[config.mk]
export PLATFORM = sky130hd
export DESIGN_NAME = stream_replace_first_match
export DESIGN_NICKNAME = d
export VERILOG_FILES = /design/src/hdl/srfm_pkg.sv /design/src/hdl/srfm_front.sv /design/src/hdl/srfm_queue.sv /design/src/hdl/srfm_back.sv /design/src/hdl/stream_replace_first_match.sv
export SDC_FILE = /design/constraint.sdc
export NUM_CORES = 2
export LEC_CHECK = 0
export BUFFER_PORTS_ARGS = -buffer_cell sky130_fd_sc_hd__clkbuf_2
export CAP_MARGIN = 5
export CORE_ASPECT_RATIO = 1.5
export CORE_MARGIN = 5
export CORE_UTILIZATION = 63
export CTS_BUF_LIST = sky130_fd_sc_hd__clkbuf_8
export CTS_CLUSTER_DIAMETER = 100
export DETAILED_ROUTE_END_ITERATION = 16
export PLACE_DENSITY_LB_ADDON = 0.1
export SLEW_MARGIN = 5
export SYNTH_ARGS = -nofsm -noshare
export SYNTH_HDL_FRONTEND = slang
export SYNTH_HIERARCHICAL = 1
export SYNTH_SLANG_ARGS = --single-unit
[constraint.sdc]
create_clock -name clk -period 18.1 [get_ports clk]
set_input_delay 2.715 -clock clk [delete_from_list [all_inputs] [get_ports clk]]
set_output_delay 2.715 -clock clk [all_outputs]
set_load 0.03 [all_outputs]
[src/hdl/srfm_pkg.sv]
`timescale 1ns / 1ps

package srfm_pkg;

  localparam int PATTERN_MAX = 16;
  localparam int LEN_REG_W   = 5;
  localparam int CNT_W       = $clog2(PATTERN_MAX + 1);
  localparam int IDX_W       = $clog2(PATTERN_MAX);

  // one queued command: what a single input byte makes the back end send
  typedef struct packed {
    logic                        head_en;
    logic [7:0]                  head_byte;
    logic                        rep_en;
    logic                        tail_en;
    logic [7:0]                  tail_byte;
    logic [CNT_W-1:0]            flush_cnt;
    logic [PATTERN_MAX-1:0][7:0] flush_bytes;
    logic                        eol;
  } cmd_t;

  function automatic logic [CNT_W-1:0] clamp_len(input logic [LEN_REG_W-1:0] v);
    return (v > LEN_REG_W'(PATTERN_MAX)) ? CNT_W'(PATTERN_MAX) : CNT_W'(v);
  endfunction

endpackage

[src/hdl/srfm_front.sv]
`timescale 1ns / 1ps

module srfm_front import srfm_pkg::*; (
  input  logic                        clk,
  input  logic                        rst,
  input  logic                        s_tvalid,
  output logic                        s_tready,
  input  logic [7:0]                  s_tdata,   // line_byte
  input  logic                        s_tlast,
  input  logic [PATTERN_MAX-1:0][7:0] pattern,
  input  logic [LEN_REG_W-1:0]        pattern_len,
  input  logic [LEN_REG_W-1:0]        replacement_len,
  input  logic                        full,
  output logic                        push,
  output cmd_t                        push_cmd
);

  logic [PATTERN_MAX-1:0][7:0] win;
  logic [PATTERN_MAX-1:0][7:0] win_next;
  logic [CNT_W-1:0]            cnt;
  logic [CNT_W-1:0]            cnt_next;
  logic                        replaced;
  logic                        replaced_next;

  logic [PATTERN_MAX-1:0][7:0] app;
  logic [PATTERN_MAX-1:0][7:0] app_up;
  logic [PATTERN_MAX-1:0][7:0] win_up;
  logic [PATTERN_MAX-1:0][7:0] sh;
  logic [CNT_W-1:0]            p;
  logic [CNT_W-1:0]            r;
  logic                        hit;
  logic                        accept;

  assign s_tready = !full;
  assign accept   = s_tvalid && !full;
  assign p        = clamp_len(pattern_len);
  assign r        = clamp_len(replacement_len);

  always_comb begin
    for (int i = 0; i < PATTERN_MAX; i++) begin
      app[i] = (CNT_W'(i) == cnt) ? s_tdata : win[i];
    end
    win_up = {s_tdata, win[PATTERN_MAX-1:1]};
    app_up = {s_tdata, app[PATTERN_MAX-1:1]};
    for (int i = 0; i < PATTERN_MAX; i++) begin
      sh[i] = (CNT_W'(i + 1) == cnt) ? s_tdata : win_up[i];
    end
    hit = 1'b1;
    for (int i = 0; i < PATTERN_MAX; i++) begin
      if ((CNT_W'(i) < p) && (app[i] != pattern[i])) hit = 1'b0;
    end
  end

  always_comb begin
    win_next      = win;
    cnt_next      = cnt;
    replaced_next = replaced;
    push_cmd      = '0;
    push_cmd.head_byte = win[0];
    push_cmd.tail_byte = s_tdata;
    priority if (replaced) begin
      push_cmd.tail_en = 1'b1;
    end else if (cnt == '0 && p == '0) begin
      push_cmd.rep_en  = 1'b1;
      push_cmd.tail_en = 1'b1;
      replaced_next    = 1'b1;
    end else if (cnt >= p) begin
      // held bytes at least as many as the pattern: slide only
      push_cmd.head_en = 1'b1;
      win_next         = sh;
    end else if (cnt + CNT_W'(1) == p) begin
      if (hit) begin
        push_cmd.rep_en = 1'b1;
        cnt_next        = '0;
        replaced_next   = 1'b1;
      end else begin
        push_cmd.head_en   = 1'b1;
        push_cmd.head_byte = app[0];
        win_next           = app_up;
      end
    end else begin
      win_next = app;
      cnt_next = cnt + CNT_W'(1);
    end
    if (s_tlast) begin
      push_cmd.eol         = 1'b1;
      push_cmd.flush_bytes = win_next;
      push_cmd.flush_cnt   = cnt_next;
      cnt_next             = '0;
      replaced_next        = 1'b0;
    end
  end

  assign push = accept && (push_cmd.head_en || push_cmd.tail_en || push_cmd.eol ||
                           (push_cmd.rep_en && r != '0));

  always_ff @(posedge clk) begin
    if (rst) begin
      cnt      <= '0;
      replaced <= 1'b0;
    end else if (accept) begin
      cnt      <= cnt_next;
      replaced <= replaced_next;
    end
  end

  always_ff @(posedge clk) begin
    if (accept) begin
      win <= win_next;
    end
  end

endmodule

[src/hdl/srfm_queue.sv]
`timescale 1ns / 1ps

module srfm_queue import srfm_pkg::*; #(
  parameter int DEPTH = 4
) (
  input  logic clk,
  input  logic rst,
  input  logic push,
  input  cmd_t push_cmd,
  output logic full,
  input  logic pop,
  output logic empty,
  output cmd_t head_cmd
);

  localparam int PTR_W = $clog2(DEPTH);
  localparam int LVL_W = $clog2(DEPTH + 1);

  cmd_t             mem [DEPTH];
  logic [PTR_W-1:0] wr_ptr;
  logic [PTR_W-1:0] rd_ptr;
  logic [LVL_W-1:0] level;
  logic             do_push;
  logic             do_pop;

  assign full     = (level == LVL_W'(DEPTH));
  assign empty    = (level == '0);
  assign do_push  = push && !full;
  assign do_pop   = pop && !empty;
  assign head_cmd = mem[rd_ptr];

  always_ff @(posedge clk) begin
    if (rst) begin
      wr_ptr <= '0;
      rd_ptr <= '0;
      level  <= '0;
    end else begin
      if (do_push) begin
        wr_ptr <= (wr_ptr == PTR_W'(DEPTH - 1)) ? '0 : wr_ptr + PTR_W'(1);
      end
      if (do_pop) begin
        rd_ptr <= (rd_ptr == PTR_W'(DEPTH - 1)) ? '0 : rd_ptr + PTR_W'(1);
      end
      unique case ({do_push, do_pop})
        2'b10:   level <= level + LVL_W'(1);
        2'b01:   level <= level - LVL_W'(1);
        default: level <= level;
      endcase
    end
  end

  always_ff @(posedge clk) begin
    if (do_push) begin
      mem[wr_ptr] <= push_cmd;
    end
  end

endmodule

[src/hdl/srfm_back.sv]
`timescale 1ns / 1ps

module srfm_back import srfm_pkg::*; (
  input  logic                        clk,
  input  logic                        rst,
  input  logic                        empty,
  input  cmd_t                        head_cmd,
  output logic                        pop,
  input  logic [PATTERN_MAX-1:0][7:0] replacement,
  input  logic [LEN_REG_W-1:0]        replacement_len,
  output logic                        m_tvalid,
  input  logic                        m_tready,
  output logic [7:0]                  m_tdata,   // out_byte
  output logic                        m_tuser,   // byte_valid
  output logic                        m_tlast
);

  localparam int POS_W = $clog2(2 * PATTERN_MAX + 3);

  cmd_t             cur;
  logic             cur_valid;
  logic [POS_W-1:0] k;

  logic [POS_W-1:0] rr;
  logic [POS_W-1:0] total;
  logic [POS_W-1:0] len_eff;
  logic [POS_W-1:0] j;
  logic [POS_W-1:0] j2;
  logic [POS_W-1:0] j3;
  logic [7:0]       word_byte;
  logic             word_valid;
  logic             last_word;
  logic             produce;
  logic             load;

  always_comb begin
    rr      = cur.rep_en ? POS_W'(clamp_len(replacement_len)) : '0;
    total   = POS_W'(cur.head_en) + rr + POS_W'(cur.tail_en) + POS_W'(cur.flush_cnt);
    len_eff = (total == '0) ? POS_W'(1) : total;
    j       = k - POS_W'(cur.head_en);
    j2      = j - rr;
    j3      = j2 - POS_W'(cur.tail_en);
    word_valid = 1'b1;
    priority if (cur.head_en && k == '0) begin
      word_byte = cur.head_byte;
    end else if (j < rr) begin
      word_byte = replacement[j[IDX_W-1:0]];
    end else if (cur.tail_en && j2 == '0) begin
      word_byte = cur.tail_byte;
    end else if (total != '0) begin
      word_byte = cur.flush_bytes[j3[IDX_W-1:0]];
    end else begin
      // empty line end
      word_byte  = 8'd0;
      word_valid = 1'b0;
    end
  end

  assign last_word = (k == len_eff - POS_W'(1));
  assign produce   = cur_valid && (!m_tvalid || m_tready);
  assign load      = !cur_valid || (produce && last_word);
  assign pop       = load && !empty;

  always_ff @(posedge clk) begin
    if (rst) begin
      cur_valid <= 1'b0;
      k         <= '0;
      m_tvalid  <= 1'b0;
    end else begin
      if (produce) begin
        m_tvalid <= 1'b1;
      end else if (m_tready) begin
        m_tvalid <= 1'b0;
      end
      if (load) begin
        cur_valid <= !empty;
        k         <= '0;
      end else if (produce) begin
        k <= k + POS_W'(1);
      end
    end
  end

  always_ff @(posedge clk) begin
    if (pop) begin
      cur <= head_cmd;
    end
    if (produce) begin
      m_tdata <= word_byte;
      m_tuser <= word_valid;
      m_tlast <= cur.eol && last_word;
    end
  end

endmodule

[src/hdl/stream_replace_first_match.sv]
`timescale 1ns / 1ps

// stream replacer for the first match of a pattern in each text line
// input stream s_*: one text byte per word in s_tdata, s_tlast on a line's last byte
// output stream m_*: m_tdata byte, m_tuser high for a real byte and low for an empty
//   line-end marker (data zero), m_tlast on the last word of each output line
// config: cfg_we writes cfg_data into register cfg_index (0 pattern_low,
//   1 pattern_high, 2 pattern_len, 3 replacement_low, 4 replacement_high,
//   5 replacement_len), lengths saturate at 16, write only while idle
// throughput: one input byte per cycle while m_tready is high and each byte yields
//   at most one word; a byte that yields more words (replacement, window flush) holds
//   the output sequencer until they are sent, and a queue of QUEUE_DEPTH commands
//   between the matcher and the sequencer absorbs these bursts before s_tready drops
// path: queue, then sequencer command register, then the m_* output register
// stall: when m_tready is low the output word holds, the queue fills, then
//   s_tready goes low
// reset: registers and line state clear, window count zero, queue and output empty

module stream_replace_first_match import srfm_pkg::*; #(
  parameter int QUEUE_DEPTH = 4
) (
  input  logic        clk,
  input  logic        rst,
  input  logic        s_tvalid,
  output logic        s_tready,
  input  logic [7:0]  s_tdata,   // line_byte
  input  logic        s_tlast,
  output logic        m_tvalid,
  input  logic        m_tready,
  output logic [7:0]  m_tdata,   // out_byte
  output logic        m_tuser,   // byte_valid
  output logic        m_tlast,
  input  logic        cfg_we,
  input  logic [2:0]  cfg_index,
  input  logic [63:0] cfg_data
);

  localparam logic [2:0] REG_PATTERN_LOW      = 3'd0;
  localparam logic [2:0] REG_PATTERN_HIGH     = 3'd1;
  localparam logic [2:0] REG_PATTERN_LEN      = 3'd2;
  localparam logic [2:0] REG_REPLACEMENT_LOW  = 3'd3;
  localparam logic [2:0] REG_REPLACEMENT_HIGH = 3'd4;
  localparam logic [2:0] REG_REPLACEMENT_LEN  = 3'd5;

  logic [63:0]          pattern_low;
  logic [63:0]          pattern_high;
  logic [LEN_REG_W-1:0] pattern_len;
  logic [63:0]          replacement_low;
  logic [63:0]          replacement_high;
  logic [LEN_REG_W-1:0] replacement_len;

  logic [PATTERN_MAX-1:0][7:0] pattern;
  logic [PATTERN_MAX-1:0][7:0] replacement;

  logic push;
  cmd_t push_cmd;
  logic full;
  logic pop;
  logic empty;
  cmd_t head_cmd;

  assign pattern     = {pattern_high, pattern_low};
  assign replacement = {replacement_high, replacement_low};

  always_ff @(posedge clk) begin
    if (rst) begin
      pattern_low      <= '0;
      pattern_high     <= '0;
      pattern_len      <= '0;
      replacement_low  <= '0;
      replacement_high <= '0;
      replacement_len  <= '0;
    end else if (cfg_we) begin
      unique case (cfg_index)
        REG_PATTERN_LOW:      pattern_low      <= cfg_data;
        REG_PATTERN_HIGH:     pattern_high     <= cfg_data;
        REG_PATTERN_LEN:      pattern_len      <= cfg_data[LEN_REG_W-1:0];
        REG_REPLACEMENT_LOW:  replacement_low  <= cfg_data;
        REG_REPLACEMENT_HIGH: replacement_high <= cfg_data;
        REG_REPLACEMENT_LEN:  replacement_len  <= cfg_data[LEN_REG_W-1:0];
        default: ;
      endcase
    end
  end

  srfm_front u_front (
    .clk             (clk),
    .rst             (rst),
    .s_tvalid        (s_tvalid),
    .s_tready        (s_tready),
    .s_tdata         (s_tdata),
    .s_tlast         (s_tlast),
    .pattern         (pattern),
    .pattern_len     (pattern_len),
    .replacement_len (replacement_len),
    .full            (full),
    .push            (push),
    .push_cmd        (push_cmd)
  );

  srfm_queue #(
    .DEPTH (QUEUE_DEPTH)
  ) u_queue (
    .clk      (clk),
    .rst      (rst),
    .push     (push),
    .push_cmd (push_cmd),
    .full     (full),
    .pop      (pop),
    .empty    (empty),
    .head_cmd (head_cmd)
  );

  srfm_back u_back (
    .clk             (clk),
    .rst             (rst),
    .empty           (empty),
    .head_cmd        (head_cmd),
    .pop             (pop),
    .replacement     (replacement),
    .replacement_len (replacement_len),
    .m_tvalid        (m_tvalid),
    .m_tready        (m_tready),
    .m_tdata         (m_tdata),
    .m_tuser         (m_tuser),
    .m_tlast         (m_tlast)
  );

endmodule

* Yosys cells after proc, flatten, opt, wreduce, memory -nomap -nowiden *
Memories as Yosys holds them, arrays and structs flattened. A register that Yosys moved wholly into a read port is not among the register bits.
Index checks and enable logic that the tools add are counted.

word-level totals
  flip-flop bits (word level) = 425
  bits in writable memories = 612
  output and inout bits = 12
  logic and storage cells = 247
  memories kept = 1

operators by class
  $add $sub $neg = 13
  $lt $le $gt $ge = 22
  equal/unequal tests = 43
  mux-type cells = 79
  reduce and logical (&&, ||, !) cells = 56

memories
  name         words  width  read ports  clocked after memory_dff  wr ports  RTL line          RTL
  u_queue.mem  4      153    1           1                         1         srfm_queue.sv:19  cmd_t mem [DEPTH];

operator list
  operator                                                                       number
  128-bit two-way mux                                                            5
  8-bit two-way mux                                                              22
  134-bit two-way mux                                                            1
  8-bit inequality test                                                          16
  8-bit binary-select mux with 4-bit select                                      2
  5-bit two-way mux                                                              9
  4-bit by 5-bit == test with 1-bit output (first input constant)                8
  4-bit by 5-bit less-than comparator with 1-bit output (first input constant)   8
  1-bit two-way mux                                                              31
  1-bit logical AND                                                              28
  9-bit two-way mux                                                              3
  3-bit by 5-bit == test with 1-bit output (first input constant)                4
  3-bit by 5-bit less-than comparator with 1-bit output (first input constant)   4
  10-bit two-way mux                                                             2
  6-bit zero test                                                                3
  2-bit AND reduction                                                            6
  2-bit by 5-bit == test with 1-bit output (first input constant)                2
  5-bit greater-than comparator (second input constant)                          2
  5-bit zero test                                                                2
  1-bit by 5-bit less-than comparator with 1-bit output (first input constant)   2
  2-bit by 5-bit less-than comparator with 1-bit output (first input constant)   2
  4-bit by 5-bit less-than comparator with 1-bit output (second input constant)  2
  3-bit == test (second input constant)                                          3
  1-bit by 6-bit adder with 6-bit output                                         1
  31 further kinds                                                               45

* Depth between registers and ports, before layout *
  depth in word-level cells = 32
  mapped depth = 28
  gate-level depth less buffers = 27

* Hierarchy *
Netlist, hierarchy kept.

by module, submodules not included
  module                      times used  cells an instance  area each (µm²)  sequential area each (µm²)
  srfm_queue                  1           853                22,527.9         18,557.8
  srfm_front                  1           1,894              14,811.7         3,963.8
  stream_replace_first_match  1           937                10,455.0         5,325.1
  srfm_back                   1           491                8,461.9          5,054.8

* Worst setup path before layout *
Ideal clock, no wire load.

  path type = input -> register
  from = input s_tdata[6]
  to = memory u_queue/mem[0][0] (netlist name), enable pin
  data arrival time = 9.532 ns
  path slack = 8.036 ns
  stages on the path = 14
  path buffers = 4
  cell sequence = clkbuf_1 > clkbuf_1 > clkbuf_1 > mux2i_1 > xnor2_1 > nor4_1 > nand2_1 > o31a_1 > nor4_1 > nand4_1 > clkbuf_1 > a211o_1 > a31oi_1 > and3_1

between the ends
  word-level cells in the longest chain between the ends = 31
  elaborated cells on any way between the ends = 80

ends and longest elaborated chain
  element                                      RTL line                          RTL
  start, declared                              stream_replace_first_match.sv:26  input logic [7:0] s_tdata,
  8-bit two-way mux                            srfm_front.sv:41                  app[i] = (CNT_W'(i) == cnt) ? s_tdata : win[i];
  8-bit inequality test                        srfm_front.sv:50                  if ((CNT_W'(i) < p) && (app[i] != pattern[i])) hit = 1'b0;
  1-bit logical AND                            srfm_front.sv:50
  1-bit two-way mux (15 in series)             srfm_front.sv:50
  1-bit two-way mux (*)                        srfm_front.sv:50
  9-bit two-way mux                            srfm_front.sv:72                  if (hit) begin
  10-bit two-way mux (*)                       srfm_front.sv:71                  end else if (cnt + CNT_W'(1) == p) begin
  1-bit two-way mux                            srfm_front.sv:67                  end else if (cnt >= p) begin
  9-bit two-way mux                            srfm_front.sv:63                  end else if (cnt == '0 && p == '0) begin
  10-bit two-way mux (*)                       srfm_front.sv:61                  priority if (replaced) begin
  1-bit logical OR (2 in series)               srfm_front.sv:94                  assign push = accept && (push_cmd.head_en || push_cmd.tail_en || push_cmd.eol ||
  1-bit logical OR (*)                         srfm_front.sv:94
  1-bit logical AND (*)                        srfm_front.sv:94
  named net push                               stream_replace_first_match.sv:55  logic push;
  1-bit logical AND (*)                        srfm_queue.sv:28                  assign do_push = push && !full;
  1-bit two-way mux (*)                        srfm_queue.sv:53                  if (do_push) begin
  1-bit two-way mux (implied by the code) (*)  srfm_queue.sv:54                  mem[wr_ptr] <= push_cmd;
  end, declared                                srfm_queue.sv:19

Mark *: on every way through the listed nets, which the timed path passes. The rest lies on a longest branch.

* Worst setup path after layout *
  from = input s_tdata[1]
  to = memory u_queue/mem[0][115] (netlist name), enable pin

The elaborated chain is that of the path after synthesis.

==> impl_metrics.csv <==
group,metric,value,unit
cts,h-tree-depth,4,
synth,postSynth.asyncResetShare,0,%
worst_setup_path,ff2ff_setup_slack,9.25,ns
placed_design,pre_cts_slack,7.607,ns
detailed_routing,post_drt_via_cell_ratio,6.952,
cells_and_area,n_fill_cell,6213,
detailed_routing,wl_per_cell,32.45,um
synth,syn_area,0.05626,mm^2
global_route,grt_max_degree,224,
synth,synth_area_leaders,"edfxtp_1 (48%), dfxtp_1 (10%), mux4_2 (9.0%)",
worst_hold_path,worstHoldPathCells,2,
die,fp.dieH,376.0,um
worst_setup_path,required,18.57,ns
placed_design,place_congestion,1.022,
pwr,powerDensity,145.8,mW/mm^2
timing,setup_viol,0,
cells_and_area,most-common-layout-cells,"edfxtp_1 (903), nand2b_1 (341), mux2i_1 (322), dfxtp_1 (287), mux4_2 (224)",
synth,synth_cells,4175,
synth,synth_flop_cell,"edfxtp_1",
worst_setup_path,critPathMaxFanout,57,
pwr,leakage,0.02187,uW
global_route,antenna_found_initial,5,
cts,clock_latency,0.88,ns
cts,post_cts_buffers,0,
synth,synth_top_area_share,48.20,%
detailed_routing,drt_iter0_markers,5538,
timing,fmax,0.1011,GHz
outcome,status,"completed",
timing,rsz0062_at_grt,"false",
cells_and_area,layout_commonest_cell,"edfxtp_1",
worst_setup_path,crit_type,"in2reg",
worst_hold_path,hp-start,"u_queue/rd_ptr[0]",
cts,numCtsBuffers,170,
cts,cts_tree,"yes",
synth,synth_edf_count,903,
placed_design,io_buffer_count,92,
cts,ctsResizeCount,0,
die,start_util,63.31,%
global_route,grt_pass1_vias,37170,
synth,synth_cell_types,106,
timing,finalHoldViolCount,0,
timing,fin_ws,8.212,ns
synth,yosysWarningCount,6,
detailed_routing,firstDrtPassIters,7,
worst_setup_path,crit-reg2reg-launch,"u_front/cnt[0]",
die,die_w,254.0,um
cells_and_area,fin_nets,4364,
flow_run,maxCapViolCount,0,
cells_and_area,fin_util,68.93,%
synth,synth_top_cell_by_area,"edfxtp_1",
cells_and_area,syn_to_final_growth,8.872,%
synth,synth_fp_nets,4297,
global_route,grt_overflow,0,
worst_setup_path,crit_path_start,"s_tdata[1]",
cts,root_buffer,"clkbuf_8",
global_route,track_usage,37.30,%
worst_setup_path,cp-start-kind,"primary input",
synth,yosysSeqAreaShare,58.48,%
detailed_routing,routed_wirelength,179.4,mm
worst_hold_path,hold_class,"reg2reg",
timing,drv_slew,0,
cells_and_area,layout-drive-gt1-share,18.15,%
timing,setup_tns,0,ns
timing,fin_crit_sh,54.63,%
die,row_count,134,
cts,cts.reportedPaths.clkPinSlew,0.07,ns
die,core_area,0.08886,mm^2
cts,clock_sinks,1192,
synth,syn-mean-instance-area,13.47,um^2
timing,period_needed,9.888,ns
timing,finClkSkew,0.03899,ns
detailed_routing,drtAntennaViolNets,0,
die,pin_count,93,
pwr,ir_worst_vdd,229.2,uV
cts,cts_max_path_buffers,3,
timing,relSlewSlack,4.081,%
synth,synth_seq_cells,1192,
detailed_routing,vias,38430,
global_route,grt_pass1_wl,258.6,mm
worst_setup_path,r2r-end,"u_queue/mem[0][115]",
die,dieArea,0.09550,mm^2
worst_setup_path,cp-end-kind,"register",
detailed_routing,drc_errors,0,
worst_setup_path,reg2reg_depth,15,
placed_design,dpl.hpwl,123.2,mm
cts,cts_hold_buf,0,
timing,tightest_slew,1.436,ns
worst_setup_path,arrival,10.36,ns
## worst max-delay path by stage
stage                          end  slack (ns)  cells after the start
3_5_place_dp   u_queue/mem[0][123]        7.61                     15
2_1_floorplan    u_queue/mem[0][0]        8.04                     14
3_3_place_gp   u_queue/mem[3][107]        7.60                     15
4_1_cts         u_queue/mem[0][36]        8.55                     15
5_1_grt        u_queue/mem[0][123]        8.06                     15
6_report       u_queue/mem[0][115]        8.21                     15
## critical path, stage by stage
cell and delay [ns]:
clkbuf_2 0.15, clkinv_1 0.83, a2111oi_0 0.82, a221oi_1 0.16, nor4_1 0.30, o2111ai_1 0.29
o31ai_1 0.75, and4_1 0.36, nand4_1 0.10, buf_4 0.33, a211o_1 0.38, a31oi_1 0.52
and3_4 0.89, buf_4 0.74, buf_4 0.83
## flip-flops by register name, summed over array words and instances, names as in the netlist, 2 cells and up, named ones only
name and cells:
u_queue/mem 612, u_back/cur 153, u_front/win 128, pattern_high 64
pattern_low 64, replacement_high 64, replacement_low 64, u_back/m_tdata 8
u_back/k 6, pattern_len 5, replacement_len 5, u_front/cnt 5
u_queue/level 3, u_queue/rd_ptr 2, u_queue/wr_ptr 2
## where the power goes
part           switching (uW)  internal [uW]  leakage, uW
Clock                    1050           1110      0.00190
Combinational            1800           1040      0.00914
Sequential                269           3660       0.0108
Total                    3120           5810       0.0219
## synth_stat cells (all sizes together), types with 52 or more instances
master and instances:
nand2b 341, nor2 178, buf 110, a2111oi 64
o22ai 59, clkbuf 192, inv 116, mux2i 322
a21oi 216, nand2 190, xnor2 53, xor2 52
dfxtp 289, a211oi 127, mux4 225, edfxtp 903
o21ai 130
## through the flow
stage / cell area, um^2 / total power [uW] / hold WS, ns / std cells
final: 61250 / 8928 / 0.4721 / 5528
after floorplan: 56260 / 5718 / 0.4492 / 4175
after global routing: 61250 / 9243 / 0.4878 / 5528
after detailed placement: 57810 / 6774 / 0.4638 / 5226
after CTS: 61240 / 8932 / 0.4656 / 5526
after global placement: 57800 / 6726 / 0.4582 / 5225
## area by class of cell
type	instances	area, um^2	share of cell area (%)
clock inverters	112	842.1	1.375
multi-input cells	2561	21730	35.49
inverters	120	455.4	0.7436
repair buffers	197	1267	2.069
flip-flops and latches	1192	32910	53.73
clock buffers	188	2587	4.225
diodes	2	5.005	0.008171
well taps	1156	1446	2.362
## cell families after synthesis
logic type | synth area share, %
buffers and inverters | 3.267
AND/OR/NAND/NOR | 9.470
AO/OA/AOI/OAI | 10.94
adder cells (fa/ha/maj) | 0.9653
flip-flops | 58.48
multiplexers | 15.18
XOR/XNOR | 1.688
## layer usage
| layer | wire length [um] | part of all wire [%] | up-vias | track usage [%] |
|---|---|---|---|---|
| met5 | 13 | 0.0072 | - | 0 |
| met4 | 13670 | 7.6 | 2 | 21.79 |
| met3 | 17540 | 9.8 | 636 | 7.739 |
| met2 | 83590 | 47 | 2562 | 58.44 |
| met1 | 64590 | 36 | 18940 | 48.57 |
| li1 | - | - | 16290 | - |
No activity file was read; power rests on OpenSTA's default activity.
